===== src/lzfd_pkg.sv =====
// shared types and constants for the flag-byte lzss decompressor
package lzfd_pkg;

  // token field widths
  localparam int DIST_W = 14;
  localparam int LEN_W  = 4;

  // end-of-payload status codes
  localparam logic [2:0] ST_NONE  = 3'd0;
  localparam logic [2:0] ST_OK    = 3'd1;
  localparam logic [2:0] ST_SHORT = 3'd2;
  localparam logic [2:0] ST_DIST  = 3'd3;
  localparam logic [2:0] ST_OVER  = 3'd4;
  localparam logic [2:0] ST_TRAIL = 3'd5;

  // input kind codes
  localparam logic KIND_BYTE = 1'b0;
  localparam logic KIND_END  = 1'b1;

  // token constants
  localparam logic [2:0] MIN_MATCH = 3'd3;

  typedef struct packed {
    logic       kind;
    logic [7:0] data_byte;
  } in_word_t;

  typedef struct packed {
    logic [7:0] out_byte;
    logic       byte_valid;
    logic [2:0] status;
    logic       last;
  } out_word_t;

  // work handed from the parser to the copy engine
  typedef enum logic [1:0] {
    CMD_LIT,
    CMD_MATCH,
    CMD_END
  } cmd_kind_t;

  typedef struct packed {
    cmd_kind_t         kind;
    logic [7:0]        data;
    logic [DIST_W-1:0] distance;
    logic [LEN_W-1:0]  len;
    logic [2:0]        status;
  } cmd_t;

endpackage


===== src/lzfd_front.sv =====
// input parser: flag tracking, token decode, size and distance checks
module lzfd_front import lzfd_pkg::*; #(
  parameter int SIZE_BITS = 32
) (
  input  logic        clk,
  input  logic        rst,
  input  logic        in_valid,
  output logic        in_stall,
  input  in_word_t    in_word,
  input  logic        cfg_valid,
  input  logic [31:0] cfg_data,
  output logic        push,
  output cmd_t        push_cmd,
  input  logic        q_full
);

  typedef enum logic [1:0] {
    PH_FLAG,
    PH_ITEM,
    PH_HIGH
  } phase_t;

  phase_t                 phase;
  logic [7:0]             flag_bits;
  logic [2:0]             flag_pos;
  logic [7:0]             token_low;
  logic [SIZE_BITS-1:0]   produced;
  logic [2:0]             error_code;
  logic [31:0]            byte_target;

  logic                   accept;
  logic [SIZE_BITS-1:0]   limit;
  logic [SIZE_BITS-1:0]   remaining;
  logic [DIST_W-1:0]      distance;
  logic [LEN_W-1:0]       len;
  logic [2:0]             flag_pos_inc;
  logic                   cur_flag;
  logic [2:0]             end_status;

  assign in_stall = q_full;
  assign accept   = in_valid && !q_full;

  // decode of the current byte as a token high byte, the current flag bit and the end status
  always_comb begin
    limit        = SIZE_BITS'(byte_target);
    remaining    = limit - produced;
    distance     = {1'b0, in_word.data_byte[7:3], token_low} + DIST_W'(1);
    len          = LEN_W'(in_word.data_byte[2:0]) + LEN_W'(MIN_MATCH);
    flag_pos_inc = flag_pos + 3'd1;
    cur_flag     = flag_bits[flag_pos];
    if (error_code != ST_NONE) begin
      end_status = error_code;
    end else if (produced < limit) begin
      end_status = ST_SHORT;
    end else begin
      end_status = ST_OK;
    end
  end

  // command generation for an accepted word
  always_comb begin
    push              = 1'b0;
    push_cmd.kind     = CMD_LIT;
    push_cmd.data     = in_word.data_byte;
    push_cmd.distance = distance;
    push_cmd.len      = len;
    push_cmd.status   = end_status;
    if (accept) begin
      if (in_word.kind == KIND_END) begin
        push          = 1'b1;
        push_cmd.kind = CMD_END;
      end else if (error_code == ST_NONE && produced < limit) begin
        case (phase)
          PH_ITEM: begin
            push = !cur_flag;
          end
          PH_HIGH: begin
            if (SIZE_BITS'(distance) <= produced && SIZE_BITS'(len) <= remaining) begin
              push          = 1'b1;
              push_cmd.kind = CMD_MATCH;
            end
          end
          default: begin
            push = 1'b0;
          end
        endcase
      end
    end
  end

  // parser state and configuration register
  always_ff @(posedge clk) begin
    if (rst) begin
      phase       <= PH_FLAG;
      flag_bits   <= '0;
      flag_pos    <= '0;
      token_low   <= '0;
      produced    <= '0;
      error_code  <= ST_NONE;
      byte_target <= '0;
    end else begin
      if (cfg_valid) begin
        byte_target <= cfg_data;
      end
      if (accept) begin
        if (in_word.kind == KIND_END) begin
          phase      <= PH_FLAG;
          flag_bits  <= '0;
          flag_pos   <= '0;
          token_low  <= '0;
          produced   <= '0;
          error_code <= ST_NONE;
        end else if (error_code == ST_NONE) begin
          if (produced >= limit) begin
            error_code <= ST_TRAIL;
          end else begin
            case (phase)
              PH_FLAG: begin
                flag_bits <= in_word.data_byte;
                flag_pos  <= '0;
                phase     <= PH_ITEM;
              end
              PH_ITEM: begin
                if (!cur_flag) begin
                  produced <= produced + SIZE_BITS'(1);
                  flag_pos <= flag_pos_inc;
                  phase    <= (flag_pos_inc == 3'd0) ? PH_FLAG : PH_ITEM;
                end else begin
                  token_low <= in_word.data_byte;
                  phase     <= PH_HIGH;
                end
              end
              PH_HIGH: begin
                if (SIZE_BITS'(distance) > produced) begin
                  error_code <= ST_DIST;
                end else if (SIZE_BITS'(len) > remaining) begin
                  error_code <= ST_OVER;
                end else begin
                  produced <= produced + SIZE_BITS'(len);
                  flag_pos <= flag_pos_inc;
                  phase    <= (flag_pos_inc == 3'd0) ? PH_FLAG : PH_ITEM;
                end
              end
              default: begin
                phase <= PH_FLAG;
              end
            endcase
          end
        end
      end
    end
  end

endmodule


===== config.mk =====
export PLATFORM = sky130hd
export DESIGN_NAME = lzfd_front
export DESIGN_NICKNAME = d
export VERILOG_FILES = /design/src/lzfd_pkg.sv /design/src/lzfd_front.sv
export SDC_FILE = /design/constraint.sdc
export NUM_CORES = 1
export LEC_CHECK = 0
export BUFFER_PORTS_ARGS = -buffer_cell sky130_fd_sc_hd__buf_2
export CAP_MARGIN = 20
export CORE_UTILIZATION = 30
export CTS_BUF_LIST = sky130_fd_sc_hd__clkbuf_2 sky130_fd_sc_hd__clkbuf_4 sky130_fd_sc_hd__clkbuf_8
export DETAILED_ROUTE_END_ITERATION = 7
export GPL_ROUTABILITY_DRIVEN = 0
export PLACE_DENSITY = 0.53
export SYNTH_ARGS = -nofsm -noshare
export SYNTH_HDL_FRONTEND = slang
export SYNTH_SLANG_ARGS = --single-unit

===== constraint.sdc =====
create_clock -name clk -period 6.9 [get_ports clk]
set_input_delay 1.035 -clock clk [delete_from_list [all_inputs] [get_ports clk]]
set_output_delay 1.035 -clock clk [all_outputs]
set_load 0.01 [all_outputs]

==> impl_results.md <==
- Status: finished clean
- RSZ-0062 raised after global routing: false
- WL/cell: 17.1 µm
- F_max: ~0.19 GHz
- Count leader, synth: nor2_1
- Tot GR Track Use: 18.4%
- Crit-path cells: inv_1 > ha_1 > nand2b_1 > nand2b_1 > a21oi_1 > xor2_1 > ha_1 > nand2_1 > o221ai_1 > nor4_1 > nand4_1 > nor4_1 > nand4_1 > and4b_1 > a31oi_4 > a21oi_1 > o21ai_0 > buf_2
- Core Rows: 56
- Setup Buffers After CTS: 0
- Min Hold Slack: around 0.48 ns
- Sequential area share after synthesis: between 20% and 30%
- Buffers & Inverters on Critical Path: 2
- Least-Margin Pin Slew: 0.991 ns
- Worst skew pair latency: ~0.4 ns
- DRT iter0 DRCs: roughly 670
- Worst slew margin: roughly a third
- Share of cells above drive strength 1: around an eighth
- Netlist cell types: 73
- Routed wire length: roughly 22 mm
- Initial antenna violation count: 0
- Worst clock skew: ~0.026 ns
- Simple-gate share of the synthesized area: 24.6%
- Final TNS setup: 0 ns
- Ys async rst share: 0%
- Req. time, crit path: between 5 and 6 ns
- CP Class: register to output port
- Fin nets: ~1100
- Syn Area/Cell: just under 8 µm²
- Main combinational cell family by area after synthesis: simple AND/OR/NAND/NOR gates
- First-pass DRT Iterations: 5
- Via density: 5.45
- Final Hold Fails: 0
- Compound-gate portion of the synthesized area: 21.3%
- CTS tree: built
- H-tree levels: 3
- Clk root buf: clkbuf_8
- CP delay by family, top: simple AND/OR/NAND/NOR gates
- CTS Hold Bufs: 0
- Fin crit period: 5.32 ns
- #FFs+latches synth: slightly below 90
- Initial core utilization: 30.8%
- Final setup viols: 0
- YS warnings: 0
- CP Launch Type: register
- Port Buf Inserts: between 70 and 80
- Largest cells by area after synthesis: dfxtp_1 (24%), ha_1 (11%), mux2i_1 (7.8%)
- Max Cap Viol: 0
- Critical path's largest stage delay: ~0.48 ns
- Core area: roughly 24000 µm²
- Resized cells post-CTS: 0
- Total chip power: 1.34 mW
- Die X-Extent: 158 µm
- Leakage Power: between 3 and 4 nW
- Adder-Cell Fraction of Synth Area: 11.4%
- Cell taking the most area after synthesis: dfxtp_1
- Fin crit share: a little under 80%
- Clk slew on worst S/H paths: 0.12 ns
- Post-synth top area share: 24.2%
- Pin count of the biggest net entering global routing: between 60 and 70
- Slowest CP cell: dfxtp_1
- Slew Limit Fails: 0
- Post-route DRC violation count: 0
- WP data arrival: between 4 and 5 ns
- IO Pins: a little under 80
- Syn_nets: 1052
- Post-synth EDFFs: 0
- Dpl hpwl: 17.6 mm
- Die area: approximately 25000 µm²
- Synth-to-Final Area Change: 10.5%
- Vias in the first global route: around 6500
- Synth Area in XOR/XNOR: 3.13%
- Die Height: between 150 and 200 µm
- Crit-path max FO: 6
- Design area: approximately 8000 µm²
- Commonest cells in the netlist: nor2_1 (114), dfxtp_1 (88), a21oi_1 (72), nand2_1 (67), ha_1 (63)
- Synth Flop Type: dfxtp_1
- Gate Count Post-Synth: 941
- Diode count: 0
- CTS Buf Count: 9
- Global-route wire length before repair: around 35 mm
- Clock Tree Buf Depth: 2
- Synth Cell Area: around 7300 µm²
- Vias: slightly above 7000
- Cell Pwr Density: approximately 170 nW/µm²
- Multiplexer share of the synthesized area: approximately 8.6%
- Aggregate global routing overflow: 0
- Final ANT Viol Nets: 0
- VDD IR max: about 0.000081 V
- Hold/Removal Path Class: register to register
- CTS sink cnt: 88
- Endpoint type of the worst setup path: output port
- DP Area: between 7000 and 8000 µm²
## flip-flops by register name, summed over array words and instances (netlist names)
register / cells
byte_target: 32
produced: 32
flag_bits: 8
token_low: 8
error_code: 3
flag_pos: 3
phase: 2
## worst paths after layout
| check | from | endpoint | slack (ns) | cells after the start |
|---|---|---|---|---|
| hold / removal | produced[2] | produced[2] | 0.48 | 2 |
| hold reg to reg | produced[2] | produced[2] | 0.48 | 2 |
| setup reg to reg | produced[1] | produced[18] | 2.36 | 18 |
| setup / recovery | produced[1] | push | 1.58 | 18 |
## cells in the final DEF (no fill, tap or decap), types with 5 or more instances in the layout
| cell type | Yosys | final |
|---|---|---|
| nor2_1 | 114 | 114 |
| dfxtp_1 | 88 | 88 |
| buf_2 | 2 | 78 |
| a21oi_1 | 72 | 72 |
| nand2_1 | 67 | 67 |
| ha_1 | 63 | 63 |
| inv_1 | 60 | 60 |
| mux2i_1 | 57 | 57 |
| o21ai_0 | 39 | 39 |
| nand4_1 | 32 | 32 |
| nand3_1 | 31 | 31 |
| nor3_1 | 23 | 23 |
| o21a_1 | 19 | 19 |
| xnor2_1 | 18 | 18 |
| o31ai_1 | 14 | 14 |
| or3_1 | 13 | 13 |
| nor4_1 | 11 | 11 |
| or4_1 | 11 | 11 |
| nand2b_1 | 10 | 10 |
| nor2b_1 | 10 | 10 |
| a21o_1 | 9 | 9 |
| clkbuf_8 | 0 | 9 |
| xor2_1 | 8 | 8 |
| o21ai_1 | 7 | 7 |
| o211ai_1 | 7 | 7 |
| o22ai_1 | 7 | 7 |
| and2_1 | 6 | 6 |
| a31oi_1 | 6 | 6 |
| a311oi_1 | 6 | 6 |
| and4_1 | 5 | 5 |
| and3_1 | 5 | 5 |
| or2_2 | 5 | 5 |
| o211a_1 | 5 | 5 |
## layout make-up
type	instances	area, µm²
Inverter	60	225
Multi-Input combinational cell	738	5020
Clock inverter	7	75.1
Timing Repair Buffer	81	433
Clock buffer	9	124
Tap cell	319	399
Fill cell	2498	15600
Sequential cell	88	1760
## stage by stage
stage / instances / utilization [%] / setup WS [ns]
CTS: 1301 / 33.9 / 1.61
global route: 1302 / 34.0 / 1.15
detailed placement: 1285 / 33.1 / 1.79
global placement: 1285 / 33.1 / 1.93
floorplan: 941 / - / 2.29
finish: 1302 / 34.0 / 1.58
## report_power, final
group	total (mW)	internal, mW	switching (mW)	leakage (nW)
combinational	0.429	0.163	0.266	2.48
sequential	0.538	0.524	0.0138	0.716
clock	0.372	0.143	0.229	0.0981
total	1.34	0.829	0.508	3.30
## worst register-to-register path, stage by stage, from the launching register on
cell,delay (ns)
dfxtp_1,0.48
inv_1,0.15
ha_1,0.33
nand2b_1,0.11
nand2b_1,0.07
a21oi_1,0.17
xor2_1,0.20
ha_1,0.27
nand2_1,0.09
o221ai_1,0.14
nor4_1,0.35
nand4_1,0.15
nor4_1,0.28
nand4_1,0.11
and4b_1,0.40
a31oi_4,0.19
o21bai_4,0.66
or4_1,0.22
a21oi_1,0.06
## logic make-up after synthesis
group | count (synthesis)
XOR/XNOR | 26
AND/OR/NAND/NOR | 356
flip-flops | 88
buffers and inverters | 115
AO/OA/AOI/OAI | 231
adder cells (fa/ha/maj) | 65
multiplexers | 60
## per-layer routing
layer  vias to the layer above  wire length, µm  global-route usage [%]
met4                         0              617                    6.61
met5                         -                0                       0
li1                       3507                -                       -
met1                      3308            10500                    25.4
met2                       244            10000                    29.1
met3                        37             1180                    2.55
Note: power is estimated with default switching activity, not from simulation.
