--- src/lzfd_pkg.sv ---
// shared types and constants for the flag-byte lzss decompressor
package lzfd_pkg;

  // token field widths
  localparam int DIST_W = 14;
  localparam int LEN_W  = 4;

  // end-of-payload status codes
  localparam logic [2:0] ST_NONE  = 3'd0;
  localparam logic [2:0] ST_OK    = 3'd1;
  localparam logic [2:0] ST_SHORT = 3'd2;
  localparam logic [2:0] ST_DIST  = 3'd3;
  localparam logic [2:0] ST_OVER  = 3'd4;
  localparam logic [2:0] ST_TRAIL = 3'd5;

  // input kind codes
  localparam logic KIND_BYTE = 1'b0;
  localparam logic KIND_END  = 1'b1;

  // token constants
  localparam logic [2:0] MIN_MATCH = 3'd3;

  typedef struct packed {
    logic       kind;
    logic [7:0] data_byte;
  } in_word_t;

  typedef struct packed {
    logic [7:0] out_byte;
    logic       byte_valid;
    logic [2:0] status;
    logic       last;
  } out_word_t;

  // work handed from the parser to the copy engine
  typedef enum logic [1:0] {
    CMD_LIT,
    CMD_MATCH,
    CMD_END
  } cmd_kind_t;

  typedef struct packed {
    cmd_kind_t         kind;
    logic [7:0]        data;
    logic [DIST_W-1:0] distance;
    logic [LEN_W-1:0]  len;
    logic [2:0]        status;
  } cmd_t;

endpackage

--- src/lzfd_queue.sv ---
// two-entry command queue between parser and copy engine
module lzfd_queue import lzfd_pkg::*; (
  input  logic clk,
  input  logic rst,
  input  logic push,
  input  cmd_t push_cmd,
  output logic full,
  input  logic pop,
  output logic empty,
  output cmd_t head
);

  localparam int DEPTH = 2;
  localparam int PW    = $clog2(DEPTH);
  localparam int CW    = $clog2(DEPTH + 1);

  cmd_t          entries [DEPTH];
  logic [PW-1:0] wr_ptr;
  logic [PW-1:0] rd_ptr;
  logic [CW-1:0] count;
  logic          do_push;
  logic          do_pop;

  assign full    = (count == CW'(DEPTH));
  assign empty   = (count == '0);
  assign head    = entries[rd_ptr];
  assign do_push = push && !full;
  assign do_pop  = pop && !empty;

  // storage
  always_ff @(posedge clk) begin
    if (do_push) begin
      entries[wr_ptr] <= push_cmd;
    end
  end

  // pointers and fill level
  always_ff @(posedge clk) begin
    if (rst) begin
      wr_ptr <= '0;
      rd_ptr <= '0;
      count  <= '0;
    end else begin
      if (do_push) begin
        wr_ptr <= (wr_ptr == PW'(DEPTH - 1)) ? '0 : wr_ptr + PW'(1);
      end
      if (do_pop) begin
        rd_ptr <= (rd_ptr == PW'(DEPTH - 1)) ? '0 : rd_ptr + PW'(1);
      end
      if (do_push && !do_pop) begin
        count <= count + CW'(1);
      end else if (do_pop && !do_push) begin
        count <= count - CW'(1);
      end
    end
  end

endmodule

--- config.mk ---
export PLATFORM = sky130hd
export DESIGN_NAME = lzfd_queue
export DESIGN_NICKNAME = d
export VERILOG_FILES = /design/src/lzfd_pkg.sv /design/src/lzfd_queue.sv
export SDC_FILE = /design/constraint.sdc
export NUM_CORES = 1
export LEC_CHECK = 0
export BUFFER_PORTS_ARGS = -buffer_cell sky130_fd_sc_hd__buf_2
export CAP_MARGIN = 20
export CORE_MARGIN = 2
export CORE_UTILIZATION = 51
export DETAILED_ROUTE_END_ITERATION = 16
export GPL_ROUTABILITY_DRIVEN = 0
export PLACE_DENSITY_LB_ADDON = 0.2
export SYNTH_ARGS = -nofsm -noshare
export SYNTH_HDL_FRONTEND = slang
export SYNTH_SLANG_ARGS = --single-unit
--- constraint.sdc ---
create_clock -name clk -period 2.1 [get_ports clk]
set_input_delay 0 -clock clk [delete_from_list [all_inputs] [get_ports clk]]
set_output_delay 0 -clock clk [all_outputs]
set_load 0.05 [all_outputs]
==> flow_metrics.tcl, run 1 <==
set metrics [dict create \
    port_buffers 67 \
    slew_violations 0 \
    ys_ff_latch 67 \
    synth.most_common_cell "edfxtp_1" \
    relSlewSlack 0.7931 \
    cp.arrival_ns 1.89 \
    layout_setup_ws_ns 0.4563 \
    die_w_um 73.22 \
    path_class "flip-flop to flip-flop" \
    highest_layer "met4" \
    fmax_mhz 608.4 \
    area_growth_syn_to_layout_pct 38.35 \
    cts.reportedPaths.clkPinSlew_ns 0.06 \
    hp-start "push" \
    tightestPinTransition_ns 0.3071 \
    ys.warnings.count 0 \
    grt.total_usage 0.1755 \
    tns_ns 0 \
    end_kind "flip-flop" \
    drc 0 \
    max_cap_violations 0 \
    whs_path_depth 4 \
    layout_min_cycle_time_ns 1.644 \
    synthTopCellsByCount "62 x edfxtp_1, 31 x mux2_2, 5 x dfxtp_1, 5 x nor2_1" \
    drt-met1-wl_mm 1.815 \
    hold_viol_final 0 \
    fillCellCount 296 \
    syn_area_per_cell_um2 20.19 \
    p_per_area_nw_per_um2 1301 \
    dr.pass1.iters 4 \
    syn_nets 157 \
    setup_viol 0 \
    n_antenna_cell 0 \
    worst_r2r_endpoint "count[1]$_SDFFE_PP0P_" \
    multiInputGateArea_um2 459.2 \
    synth_cell_types 13 \
    ctsResizeCount 0 \
    clock_path_buffers 2 \
    hold_buffers 32 \
    min_to "wr_ptr$_SDFFE_PP0P_" \
    numClockSinks 67 \
    status "finished, final reports clean" \
    p_leak_nw 1.315 \
    wl_met2_mm 2.412 \
    core_um2 4661 \
    vias 1431 \
    fp.dieArea_um2 5361 \
    final_nets 270 \
    syn-cell-area_um2 2444 \
    layout-drive-gt1-share 0.4979 \
    cp.required_ns 2.35 \
    r2r_start "count[1]$_SDFFE_PP0P_" \
    start_util 0.5243 \
    skew_ns 0.01046 \
    hp-class "input pin to flip-flop" \
    start_kind "flip-flop" \
    netlist_top_cells_area "edfxtp_1 76%, mux2_2 14%, dfxtp_1 4.1%" \
    viasPerCell 4.884 \
    route.met3.wl_um 207 \
    register_area_um2 1962 \
    rsz0062_at_grt "false" \
    synth_top_area_cell "edfxtp_1" \
    wire_per_inst_um 15.25 \
    root_buffer "clkbuf_8" \
    period_share 0.7827 \
    cts_buffers 9 \
    dpl.hpwl_mm 2.913 \
    cts_tree "built" \
    routed_wl_mm 4.469 \
    ant_nets 0 \
    grt_pass1_vias 1508 \
    grt.overflow.total 0 \
    synth-main-ff-cell "edfxtp_1" \
    clk_latency_ns 0.32 \
    ir_drop_mv 0.9901 \
    path_max_fanout 5 \
    grt_max_degree 24 \
    synth_edf_count 62 \
    ff2ff_setup_slack_ns 0.46 \
    grt_pass1_wl_mm 6.755 \
    htree_levels 3 \
    dp_slack_ns 0.4899 \
    syn_inst 121 \
    synth_top_area_share 0.7619 \
    io_pins 68 \
    die_h_um 73.22 \
    seq_area_frac_synth 0.8029 \
    first_iter_violations 103 \
    antenna_found_initial 0 \
    synth_async_sr_flop_share 0 \
    reg2regPathDepth 5 \
    cts_setup_buffers 0 \
    rows 25 \
]
## routing by layer
layer,GRT usage,vias up
met3,0.04834,4
li1,-,694
met1,0.1871,689
met5,0,-
met4,0.07407,0
met2,0.3223,44
## worst max path at each step
stage | start | to | depth (start not counted)
after floorplan | count[1]$_SDFFE_PP0P_ | entries[0][0]$_DFFE_PP_ | 3
after global placement | count[1]$_SDFFE_PP0P_ | entries[0][11]$_DFFE_PP_ | 4
after detailed placement | count[1]$_SDFFE_PP0P_ | count[1]$_SDFFE_PP0P_ | 5
after CTS | count[1]$_SDFFE_PP0P_ | count[1]$_SDFFE_PP0P_ | 5
after global routing | count[1]$_SDFFE_PP0P_ | count[1]$_SDFFE_PP0P_ | 5
final | count[1]$_SDFFE_PP0P_ | count[1]$_SDFFE_PP0P_ | 5
## power by group
| group | leakage (nW) | internal (W) | switching (W) |
|---|---|---|---|
| clock | 0.0935 | 0.000538 | 0.000444 |
| combinational | 0.601 | 0.000498 | 0.00117 |
| sequential | 0.620 | 0.00168 | 0.0000661 |
| total | 1.32 | 0.00272 | 0.00168 |
## kinds of logic after synthesis
family,after synthesis,synth area share
DFF,67,0.8029
muxes,31,0.1429
and+or+nand+nor,9,0.01895
AOI/OAI and AO/OA,5,0.01024
buffers and inverters,5,0.009216
xor gates and xnor gates,3,0.01075
adders and majority gates,1,0.005120
## metrics by stage
step                instances  hold WS (ns)  cell area [um2]  total power (W)  utilization
global route              293        0.1144             3381         0.004573       0.7254
detailed placement        245        0.1911             2877         0.003404       0.6172
finish                    293       0.09870             3381         0.004399       0.7254
global placement          245        0.1880             2877         0.003342       0.6172
floorplan                 121       0.06907             2444         0.003023            -
CTS                       293       0.08030             3381         0.004431       0.7254
## cell type report
type | count | area share
clock inverter | 6 | 0.01665
sequential | 67 | 0.5803
tap | 54 | 0.01999
timing repair buffer | 105 | 0.2073
inverter | 2 | 0.002221
multi-input combinational | 49 | 0.1358
clock buffer | 10 | 0.03775
## flip-flops by register name (all words and copies together), names as in the netlist, named ones only
| name | count |
|---|---|
| wr_ptr | 1 |
| rd_ptr | 1 |
| count | 2 |
| entries | 62 |
## critical path, cell delays in order (launching register included)
cell	delay, ns
dfxtp_1	0.40
nor2b_2	0.22
nor2_1	0.08
ha_1	0.34
or3_1	0.39
a21oi_1	0.15
## cell usage in the layout (no fill, tap or decap), drive strengths merged
master | synthesis | final
and2 | 1 | 1
buf | 3 | 73
nor2 | 5 | 5
inv | 2 | 2
nor2b | 1 | 1
dfxtp | 5 | 5
mux2 | 31 | 31
clkinv | 0 | 4
xor2 | 3 | 3
bufinv | 0 | 1
o21ai | 3 | 3
or3 | 2 | 2
clkbuf | 0 | 10
edfxtp | 62 | 62
dlygate4sd3 | 0 | 32
ha | 1 | 1
a21oi | 2 | 2
clkinvlp | 0 | 1
(Power assumes the default switching activity.)
==> inputs of run 2 (changes only) <==
Settings changed: CORE_UTILIZATION 51 to 46.
Clock period 2.1 ns to 1.4 ns, I/O delays scaled along.
==> run 2 against run 1 <==
Against the previous run:
- the flow now finishes with violations (negative setup slack)
- global-route usage is essentially flat
- critical path depth fell by 1
- combinational power up 130%
- clock power grew 96%
- cell count up 8.5%
- count of clock-buffer cells in the layout fell by 1
- cell area increased by 19%
- sequential power rose by 53%
- clock skew fell by 0.0020 ns
- hold slack worse by 0.013 ns
- worst setup slack worse by 0.53 ns
==> flow_metrics.tcl, run 2 (same netlist as run 1, synthesis figures left out) <==
set metrics [dict create \
    ir_drop_mv 1.683 \
    status "complete, but fails checks" \
    die_w_um 76.89 \
    reg2regPathDepth 4 \
    largest_register_ffs 62 \
    path_cells "nor2b_4 > or3_4 > clkinvlp_4 > buf_12" \
    ff2ff_setup_slack_ns -0.08 \
    whs_path_depth 4 \
    port_buffers 67 \
    tightestPinTransition_ns 0.2497 \
    place_area_um2 2983 \
    path_class "flip-flop to flip-flop" \
    dr.pass1.iters 4 \
    largest-register "entries" \
    postLayoutCoreUtil 0.7908 \
    layout_min_cycle_time_ns 1.477 \
    reg_top3 "entries: 62 flops, count: 2 flops" \
    slew_violations 0 \
    hp-class "input pin to flip-flop" \
    routed_wl_mm 5.672 \
    drc 0 \
    min_to "wr_ptr$_SDFFE_PP0P_" \
    fp.dieArea_um2 5911 \
    whs_ns 0.08618 \
    core_um2 5107 \
    period_share 1.055 \
    hp-start "push" \
    hold_viol_final 0 \
    cp_slowest_cell "or3_4" \
    cts.reportedPaths.clkPinSlew_ns 0.08 \
    numClockSinks 67 \
    layout_commonest_cell "edfxtp_1" \
    path_max_fanout 19 \
    ant_nets 0 \
    layout-drive-gt1-share 0.5565 \
    end_kind "flip-flop" \
    wire_per_inst_um 17.84 \
    layout_setup_ws_ns -0.07713 \
    root_buffer "clkbuf_8" \
    start_util 0.4784 \
    io_pins 68 \
    grt.total_usage 0.1751 \
    dpl.hpwl_mm 3.143 \
    slowest_delay_ns 0.38 \
    relSlewSlack 0.8347 \
    total_power_w 0.008378 \
    violations "negative setup slack" \
    start_kind "flip-flop" \
    p_per_area_nw_per_um2 2074 \
    r2r_start "count[1]$_SDFFE_PP0P_" \
    post-route-cell-area_um2 4039 \
    setup_viol 48 \
    vias 1582 \
    cts_tree "built" \
    htree_levels 3 \
    skew_ns 0.008444 \
    cts_buffers 9 \
    p_leak_nw 1.606 \
    clock_path_buffers 2 \
    cp.required_ns 1.45 \
    grt_pass1_wl_mm 7.769 \
    cp.arrival_ns 1.53 \
    max_cap_violations 0 \
    fmax_mhz 677.0 \
    grt_max_degree 24 \
    grt_pass1_vias 1633 \
    worst_r2r_endpoint "entries[0][6]$_DFFE_PP_" \
    area_growth_syn_to_layout_pct 65.28 \
    die_h_um 76.89 \
    final_nets 279 \
    clk_latency_ns 0.35 \
    grt.overflow.total 0 \
    rows 26 \
    first_iter_violations 54 \
    antenna_found_initial 0 \
    rsz0062_at_grt "true" \
    n_antenna_cell 0 \
    final_cell_mix "62 x edfxtp_1, 39 x buf_2, 32 x dlygate4sd3_1" \
    viasPerCell 4.975 \
]
==> run 2: cell count changes in the layout (fill, tap and decap cells not counted), sizes merged <==
cell | before | now
clkinvlp | 1 | 2
clkinv | 4 | 2
clkbuf | 10 | 11
buf | 73 | 80
bufinv | 1 | 3
==> run 2: area by class of cell <==
type                    instances  area, um2
clock buffers                   9      123.9
clock inverters                 7      115.1
fillers                       276       1069
inverters                       2      11.26
multi-input cells              49      589.3
flip-flops and latches         67       1971
well taps                      70      87.58
repair buffers                114       1141
==> run 2: worst max path at each step <==
stage	startpoint	end	slack (ns)	depth (start not counted)
2_1_floorplan	count[1]$_SDFFE_PP0P_	entries[0][0]$_DFFE_PP_	-0.28	3
5_1_grt	count[1]$_SDFFE_PP0P_	count[1]$_SDFFE_PP0P_	-0.11	6
3_5_place_dp	count[1]$_SDFFE_PP0P_	count[1]$_SDFFE_PP0P_	-0.08	4
3_3_place_gp	count[1]$_SDFFE_PP0P_	entries[0][4]$_DFFE_PP_	0.006	4
4_1_cts	count[1]$_SDFFE_PP0P_	entries[0][6]$_DFFE_PP_	-0.06	4
6_report	count[1]$_SDFFE_PP0P_	entries[0][6]$_DFFE_PP_	-0.08	4
==> run 2: metal layers <==
layer / up-vias / track usage / part of all wire
met5: - / 0 / 0
met4: 0 / 0.09818 / 0.024
met3: 13 / 0.05176 / 0.057
met2: 69 / 0.2939 / 0.52
met1: 788 / 0.2000 / 0.40
li1: 712 / - / -
==> run 2: repair_timing <==
item,in CTS,in global routing
endpoints found under the setup margin,64,61
setup buffers,1,1
gates resized for setup,52,74
pin swaps,1,0
hold buffers,32,0
hold endpoints to repair,67,0
cloned,0,3
==> run 2: critical path: cells and delay by family, from the launching register on <==
kind	cells	cell delay, ns
AND/OR/NAND/NOR	2	0.52
buffers and inverters	2	0.30
flip-flops	1	0.36
==> run 2: where the power goes <==
group          total [W]  switching [W]  internal, W
combinational    0.00377        0.00204      0.00173
clock            0.00192       0.000745      0.00118
sequential       0.00268       0.000146      0.00254
total            0.00838        0.00293      0.00545
==> run 2: metrics by stage <==
stage / TNS, ns / std cells / setup slack (ns)
6_report: -2.491 / 318 / -0.07713
5_1_grt: -4.403 / 318 / -0.1135
4_1_cts: -1.794 / 314 / -0.06206
3_5_place_dp: -1.152 / 265 / -0.07528
3_3_place_gp: 0 / 265 / 0.005836
2_1_floorplan: -8.997 / 121 / -0.2832
